==> config.mk <==
export PLATFORM = sky130hd
export DESIGN_NAME = q15_sine_polynomial
export DESIGN_NICKNAME = d
export VERILOG_FILES = /design/src/rtl/q15s_pkg.sv /design/src/rtl/q15_sine_polynomial.sv
export SDC_FILE = /design/constraint.sdc
export NUM_CORES = 2
export LEC_CHECK = 0
export ABC_CLOCK_PERIOD_IN_PS = 15650
export BUFFER_PORTS_ARGS = -buffer_cell sky130_fd_sc_hd__buf_4
export CAP_MARGIN = 10
export CORE_MARGIN = 2
export CORE_UTILIZATION = 25
export DETAILED_ROUTE_END_ITERATION = 16
export GPL_ROUTABILITY_DRIVEN = 1
export SETUP_SLACK_MARGIN = 0.02
export SLEW_MARGIN = 20
export SYNTH_ARGS = -nofsm -noshare
export SYNTH_HDL_FRONTEND = slang
export SYNTH_SLANG_ARGS = --single-unit
==> constraint.sdc <==
create_clock -name clk -period 15.65 [get_ports clk]
set_input_delay 0.7825 -clock clk [delete_from_list [all_inputs] [get_ports clk]]
set_output_delay 0.7825 -clock clk [all_outputs]
set_load 0.01 [all_outputs]
==> src/rtl/q15s_pkg.sv <==
`timescale 1ns / 1ps

package q15s_pkg;

  // Pipeline depth, output register included.
  localparam int NSTG = 10;

  // Angle constants, Q15.
  localparam int Q15_PI      = 102944;
  localparam int Q15_HALF_PI = 51472;
  localparam int Q15_TWO_PI  = 205888;

  // Two pi splits into 2^6 * RED_DIV; reduce the upper bits by RED_DIV.
  localparam int RED_SHIFT = 6;
  localparam int RED_DIV   = Q15_TWO_PI / (1 << RED_SHIFT);
  // Multiple of RED_DIV that lifts any shifted angle to a positive value.
  localparam int RED_OFS   = RED_DIV * 10431;
  // Reciprocal of RED_DIV scaled by 2^RED_QS, rounded down.
  localparam int RED_QS    = 27;
  localparam int RED_MUL   = (1 << RED_QS) / RED_DIV;

  // Fold boundary: above this the remainder wraps to r - 2pi.
  localparam int FOLD_HI   = Q15_PI + Q15_HALF_PI;

  // Polynomial coefficients, Q15.
  localparam logic signed [15:0] Q15_C3 = -16'sd5461;
  localparam logic signed [15:0] Q15_C5 = 16'sd273;

endpackage

==> src/rtl/q15_sine_polynomial.sv <==
`timescale 1ns / 1ps

// Q15 polynomial sine.
// Input channel: in_angle (signed Q15 radians, any 32-bit value) with
// in_valid / in_stall. A word is taken on a rising edge with in_valid high
// and in_stall low.
// Output channel: out_sine (signed Q15, saturated) with out_valid /
// out_stall. A word leaves on an edge with out_valid high and out_stall low.
// A taken word enters stage 0 and is registered in turn through stages 1
// to 9; out_valid is the valid bit of stage 9, the output register.
// Throughput: one word per cycle while in_stall is low, set by the
// ten-stage pipeline, one reduction, fold, multiply or sum step per stage.
// Stall: a stalled output holds its word; earlier stages keep filling
// bubbles, and in_stall rises only once every stage holds a word and the
// output is stalled. Nothing is lost or repeated.
// Reset: rst_n (synchronous, active low) clears every valid bit; no word
// is in flight afterwards. The data registers are not reset.
module q15_sine_polynomial
  import q15s_pkg::*;
(
  input  logic               clk,
  input  logic               rst_n,
  input  logic               in_valid,
  output logic               in_stall,
  input  logic signed [31:0] in_angle,
  output logic               out_valid,
  input  logic               out_stall,
  output logic signed [15:0] out_sine
);

  // Valid bit per stage and the ready chain running back from the output.
  logic [NSTG-1:0] v_r;
  logic [NSTG-1:0] v_nxt;
  logic [NSTG:0]   rdy;

  assign rdy[NSTG] = !out_stall;

  genvar gi;
  generate
    for (gi = 0; gi < NSTG; gi++) begin : g_rdy
      // A stage loads when it is empty or its word moves on.
      assign rdy[gi] = !v_r[gi] || rdy[gi+1];
    end
  endgenerate

  assign in_stall = !rdy[0];
  assign v_nxt    = {v_r[NSTG-2:0], in_valid};

  always_ff @(posedge clk) begin
    if (!rst_n) begin
      v_r <= '0;
    end else begin
      for (int k = 0; k < NSTG; k++) begin
        if (rdy[k]) begin
          v_r[k] <= v_nxt[k];
        end
      end
    end
  end

  // Stage 0: split the angle into low six bits and a shifted part, and
  // lift the shifted part by a multiple of the divisor so it is positive.
  logic signed [27:0] ysh;
  logic signed [27:0] u_sum;
  logic [26:0]        u0_nxt;
  logic [26:0]        u0_r;
  logic [5:0]         lo0_r;

  assign ysh    = 28'(in_angle >>> RED_SHIFT);
  assign u_sum  = ysh + 28'(RED_OFS);
  assign u0_nxt = u_sum[26:0];

  always_ff @(posedge clk) begin
    if (rdy[0]) begin
      u0_r  <= u0_nxt;
      lo0_r <= in_angle[5:0];
    end
  end

  // Stage 1: quotient estimate by reciprocal multiply; may be one short.
  logic [42:0] qprod;
  logic [14:0] q1_nxt;
  logic [14:0] q1_r;
  logic [26:0] u1_r;
  logic [5:0]  lo1_r;

  assign qprod  = 43'(u0_r) * 43'(RED_MUL);
  assign q1_nxt = qprod[RED_QS+14:RED_QS];

  always_ff @(posedge clk) begin
    if (rdy[1]) begin
      q1_r  <= q1_nxt;
      u1_r  <= u0_r;
      lo1_r <= lo0_r;
    end
  end

  // Stage 2: remainder against the estimate, below twice the divisor.
  logic [26:0] qd;
  logic [26:0] rdiff;
  logic [12:0] rem2_nxt;
  logic [12:0] rem2_r;
  logic [5:0]  lo2_r;

  assign qd       = 27'(q1_r) * 27'(RED_DIV);
  assign rdiff    = u1_r - qd;
  assign rem2_nxt = rdiff[12:0];

  always_ff @(posedge clk) begin
    if (rdy[2]) begin
      rem2_r <= rem2_nxt;
      lo2_r  <= lo1_r;
    end
  end

  // Stage 3: correct the remainder with one compare and subtract.
  logic [11:0] rm3_nxt;
  logic [11:0] rm3_r;
  logic [5:0]  lo3_r;

  assign rm3_nxt = (rem2_r >= 13'(RED_DIV)) ? 12'(rem2_r - 13'(RED_DIV)) : rem2_r[11:0];

  always_ff @(posedge clk) begin
    if (rdy[3]) begin
      rm3_r <= rm3_nxt;
      lo3_r <= lo2_r;
    end
  end

  // Stage 4: rebuild the remainder in [0, 2pi) and fold into
  // [-pi/2, pi/2]. The middle band maps to r - pi and flips the sign;
  // the top band wraps to r - 2pi. Exactly pi lands on zero, flipped.
  logic signed [18:0] rs;
  logic signed [18:0] xf;
  logic               flip4_nxt;
  logic signed [17:0] xr4_r;
  logic               flip4_r;

  assign rs = $signed({1'b0, rm3_r, lo3_r});

  always_comb begin
    if (rs <= 19'sd51472) begin
      xf        = rs;
      flip4_nxt = 1'b0;
    end else if (rs < 19'(FOLD_HI)) begin
      xf        = rs - 19'(Q15_PI);
      flip4_nxt = 1'b1;
    end else begin
      xf        = rs - 19'(Q15_TWO_PI);
      flip4_nxt = 1'b0;
    end
  end

  always_ff @(posedge clk) begin
    if (rdy[4]) begin
      xr4_r   <= xf[17:0];
      flip4_r <= flip4_nxt;
    end
  end

  // Stage 5: x^2, floor-shifted.
  logic signed [35:0] sq;
  logic signed [17:0] p2_5_r;
  logic signed [17:0] xr5_r;
  logic               flip5_r;

  assign sq = xr4_r * xr4_r;

  always_ff @(posedge clk) begin
    if (rdy[5]) begin
      p2_5_r  <= 18'(sq >>> 15);
      xr5_r   <= xr4_r;
      flip5_r <= flip4_r;
    end
  end

  // Stage 6: x^3.
  logic signed [35:0] pr3;
  logic signed [17:0] p3_6_r;
  logic signed [17:0] p2_6_r;
  logic signed [17:0] xr6_r;
  logic               flip6_r;

  assign pr3 = xr5_r * p2_5_r;

  always_ff @(posedge clk) begin
    if (rdy[6]) begin
      p3_6_r  <= 18'(pr3 >>> 15);
      p2_6_r  <= p2_5_r;
      xr6_r   <= xr5_r;
      flip6_r <= flip5_r;
    end
  end

  // Stage 7: x^5 and the cubic term.
  logic signed [35:0] pr5;
  logic signed [33:0] t3p;
  logic signed [19:0] p5_7_r;
  logic signed [15:0] t3_7_r;
  logic signed [17:0] xr7_r;
  logic               flip7_r;

  assign pr5 = p2_6_r * p3_6_r;
  assign t3p = p3_6_r * Q15_C3;

  always_ff @(posedge clk) begin
    if (rdy[7]) begin
      p5_7_r  <= 20'(pr5 >>> 15);
      t3_7_r  <= 16'(t3p >>> 15);
      xr7_r   <= xr6_r;
      flip7_r <= flip6_r;
    end
  end

  // Stage 8: quintic term and the partial sum.
  logic signed [35:0] t5p;
  logic signed [18:0] s8_nxt;
  logic signed [12:0] t5_8_r;
  logic signed [18:0] s8_r;
  logic               flip8_r;

  assign t5p    = p5_7_r * Q15_C5;
  assign s8_nxt = 19'(xr7_r) + 19'(t3_7_r);

  always_ff @(posedge clk) begin
    if (rdy[8]) begin
      t5_8_r  <= 13'(t5p >>> 15);
      s8_r    <= s8_nxt;
      flip8_r <= flip7_r;
    end
  end

  // Stage 9: final sum, sign flip, saturate into the output register.
  logic signed [19:0] sum;
  logic signed [20:0] sgn;
  logic signed [15:0] sat_nxt;
  logic signed [15:0] out_sine_r;

  assign sum = 20'(s8_r) + 20'(t5_8_r);
  assign sgn = flip8_r ? -21'(sum) : 21'(sum);

  always_comb begin
    if (sgn > 21'sd32767) begin
      sat_nxt = 16'sh7fff;
    end else if (sgn < -21'sd32768) begin
      sat_nxt = -16'sh8000;
    end else begin
      sat_nxt = sgn[15:0];
    end
  end

  always_ff @(posedge clk) begin
    if (rdy[9]) begin
      out_sine_r <= sat_nxt;
    end
  end

  assign out_valid = v_r[NSTG-1];
  assign out_sine  = out_sine_r;

`ifndef SYNTHESIS
  // Input backs up only when every stage holds a word and the output stalls.
  a_stall_full: assert property (@(posedge clk) disable iff (!rst_n)
    in_stall |-> (&v_r && out_stall))
    else $error("input stalled with a bubble in the pipeline");

  // Corrected remainder stays below the divisor.
  a_rem_range: assert property (@(posedge clk) disable iff (!rst_n)
    v_r[3] |-> (rm3_r < 12'(RED_DIV)))
    else $error("remainder not reduced");

  // Folded angle lies in [-pi/2, pi/2].
  a_fold_range: assert property (@(posedge clk) disable iff (!rst_n)
    v_r[4] |-> (xr4_r <= 18'sd51472 && xr4_r >= -18'sd51472))
    else $error("folded angle out of range");

  // A word in stage 8 moves into stage 9 once stage 9 is ready.
  a_advance: assert property (@(posedge clk) disable iff (!rst_n)
    (v_r[8] && rdy[9]) |=> v_r[9])
    else $error("word lost between last two stages");
`endif

endmodule
==> flow_summary.toml <==
[cts]
insertion_delay_ns = 0.64
clk_pin_slew_ns = 0.06
holdBufCountCts = 0
post_cts_buffers = 0
cts_made_buffers = 42
cts_resized = 0
h-tree-depth = 2
cts-root-buf = "clkbuf_16"
cts_tree = "built"
clockBufferDepth = 3
clkSinkCount = 327

[place]
routabilityCongestion = 0.8662
dp_hpwl_um = 111300
io_buffers = 53
place_inst = 9248

[floorplan]
num_rows = 181
io_pins = 54
dieWidth_um = 499.4
die_y_um = 499.4
core_um2 = 243700
dieArea_um2 = 249400
start_util_pct = 25.18

[global_routing]
track_usage_pct = 11.19
overflow = 0
grt_max_degree = 56
grt_pass1_wl_um = 228200
first_global_vias = 44100
antenna_found_initial = 0

[finish]
seqCellArea_um2 = 9719
num-fill-cells = 25530
multi_input_area_um2 = 44660
drive_gt1_share_pct = 3.854
final_cells = 9327
num-nets-final = 8037
syn_to_final_growth_pct = 9.278

[status]
status = "complete, no violations"

[timing]
post-route-period-util_pct = 48.56
final-max-slew-violation-count = 0
grt_setup_unrepaired = "no"
max_slew_margin_pct = 30.49
hold_viol_final = 0
period_needed_ns = 7.600
worst_pin_slew_ns = 1.043
finClkSkew_ns = 0.04861
setup_viol = 0
setup_tns_ns = 0
fmaxAchievable_mhz = 131.6

[yosys]
synth_area_per_cell_um2 = 10.10
ys_top_cells_by_count = "1716 x inv_1, 1195 x fa_1, 716 x ha_1"
syn_inst = 6075
synth_area_um2 = 61360
ys_ff_latch = 327
ys_seq_area_share_pct = 15.84
synth_edf_count = 317
synthArstFlopShare_pct = 0
syn-num-nets = 8022
synth_most_common_cell = "inv_1"
synthFlopType = "edfxtp_1"
yosys_warnings = 0
yosysTopAreaCell = "fa_1"
ys_top_cells_by_area = "fa_1 39%, edfxtp_1 16%, ha_1 15%, inv_1 10%, and2_1 3.8%"
synthDistinctLibCells = 97
synth_top_area_share_pct = 38.99

[worst_setup_path]
rr_endpoint = "p2_5_r[16]$_DFFE_PP_"
cp-end-kind = "register"
reg2reg_slack_ns = 8.05
cp.arrival_ns = 7.96
path_class = "reg2reg"
path_max_fanout = 16
worst_r2r_path_depth = 22
startpoint_type = "register"
reg2reg_from = "xr4_r[9]$_DFFE_PP_"
required_ns = 16.01

[flow_run]
maxCapViolations = 0

[route]
drt_wl_total_um = 135900
vias = 39560
drtIter0Drc = 1643
drtAntennaViolNets = 0
wire_per_inst_um = 14.57
vias_per_cell = 4.242
drc_errors = 0
drt_pass1_iterations = 5

[min_path]
hold_end = "lo0_r[3]$_DFFE_PN_"
hold_depth = 1
min_path_type = "in2reg"
hold_start = "in_angle[3]"
## kinds of logic after synthesis
| kind of cell | synth area share [%] |
|---|---|
| buf+inv | 11.39 |
| simple gates | 10.31 |
| fa+ha+maj | 53.59 |
| flops | 15.84 |
| compound gates | 4.917 |
| mux | 0.1162 |
| xor+xnor | 3.836 |
## layout by cell type (no fill, tap or decap), types with 10 or more instances in the layout
cell type / netlist / final
nand2b_1: 40 / 40
edfxtp_1: 317 / 317
nand3_1: 38 / 37
buf_4: 1 / 105
a211oi_1: 17 / 17
clkbuf_16: 0 / 45
or3_1: 12 / 12
a31oi_1: 15 / 15
and2_1: 373 / 373
nand2_1: 481 / 480
a21oi_1: 96 / 96
fa_1: 1195 / 1195
o211ai_1: 12 / 12
nor2b_1: 24 / 24
xnor2_1: 181 / 181
o31ai_1: 11 / 11
nor3_1: 52 / 52
ha_1: 716 / 716
inv_1: 1716 / 1715
a211o_1: 10 / 10
o21ai_0: 77 / 77
o21a_1: 34 / 34
o22ai_1: 19 / 19
nand4_1: 10 / 10
and3_1: 17 / 17
a21o_1: 33 / 33
dfxtp_1: 10 / 10
nor2_1: 185 / 185
xor2_1: 84 / 84
## routing by layer
metal	wire, µm	GRT usage [%]
met1	59610	14.39
met2	68640	20.06
met3	5289	1.400
met4	2379	2.224
met5	0	0
## cell type report
cell class              count  share of cell area [%]
clock buffers              48                   1.696
diodes                      1                0.003732
multi-input cells        3898                   66.60
flip-flops and latches    327                   14.50
repair buffers            105                   1.176
inverters                1716                   9.606
well taps                3202                   5.975
clock inverters            30                  0.4441
## worst max path at each step
stage / cells after the start / slack (ns) / from / endpoint
after floorplan: 22 / 8.23 / p3_6_r[17]$_DFFE_PP_ / p5_7_r[19]$_DFFE_PP_
after global placement: 22 / 8.17 / xr4_r[4]$_DFFE_PP_ / p2_5_r[16]$_DFFE_PP_
after detailed placement: 22 / 8.02 / xr4_r[9]$_DFFE_PP_ / p2_5_r[16]$_DFFE_PP_
after CTS: 22 / 8.02 / xr4_r[9]$_DFFE_PP_ / p2_5_r[16]$_DFFE_PP_
after global routing: 24 / 7.64 / xr4_r[17]$_DFFE_PP_ / p2_5_r[16]$_DFFE_PP_
final: 22 / 8.05 / xr4_r[9]$_DFFE_PP_ / p2_5_r[16]$_DFFE_PP_
## per-stage QoR
step	instance area, µm²	hold WS [ns]	worst slack [ns]	utilization [%]
2_1_floorplan	61360	0.4003	8.227	-
3_3_place_gp	65610	0.4067	8.166	26.93
3_5_place_dp	65610	0.4117	8.017	26.93
4_1_cts	67050	0.2894	8.020	27.51
5_1_grt	67050	0.3087	7.635	27.51
6_report	67050	0.3442	8.050	27.52
## critical path: stages, from the launching register on
cell	delay, ns
edfxtp_1	0.83
inv_1	0.26
nor2_1	0.30
fa_1	0.52
fa_1	0.56
inv_1	0.06
fa_1	0.49
fa_1	0.54
inv_1	0.04
fa_1	0.47
inv_1	0.05
fa_1	0.48
inv_1	0.05
ha_1	0.19
a2111oi_0	0.55
o211a_1	0.28
nor3_1	0.14
o2111a_1	0.31
o311ai_0	0.56
a2bb2oi_1	0.25
nand2b_1	0.11
a21oi_1	0.19
xnor2_1	0.09
## flip-flops by register name (all words and copies together), names as in the netlist, 18 cells and up
| signal | flops |
|---|---|
| u0_r | 27 |
| p5_7_r | 20 |
| s8_r | 19 |
| p2_5_r | 18 |
| p2_6_r | 18 |
| p3_6_r | 18 |
| xr4_r | 18 |
| xr5_r | 18 |
| xr6_r | 18 |
| xr7_r | 18 |
Power is not shown: default switching activity piles up to over one toggle a cycle in this logic, so the estimate is an artifact.
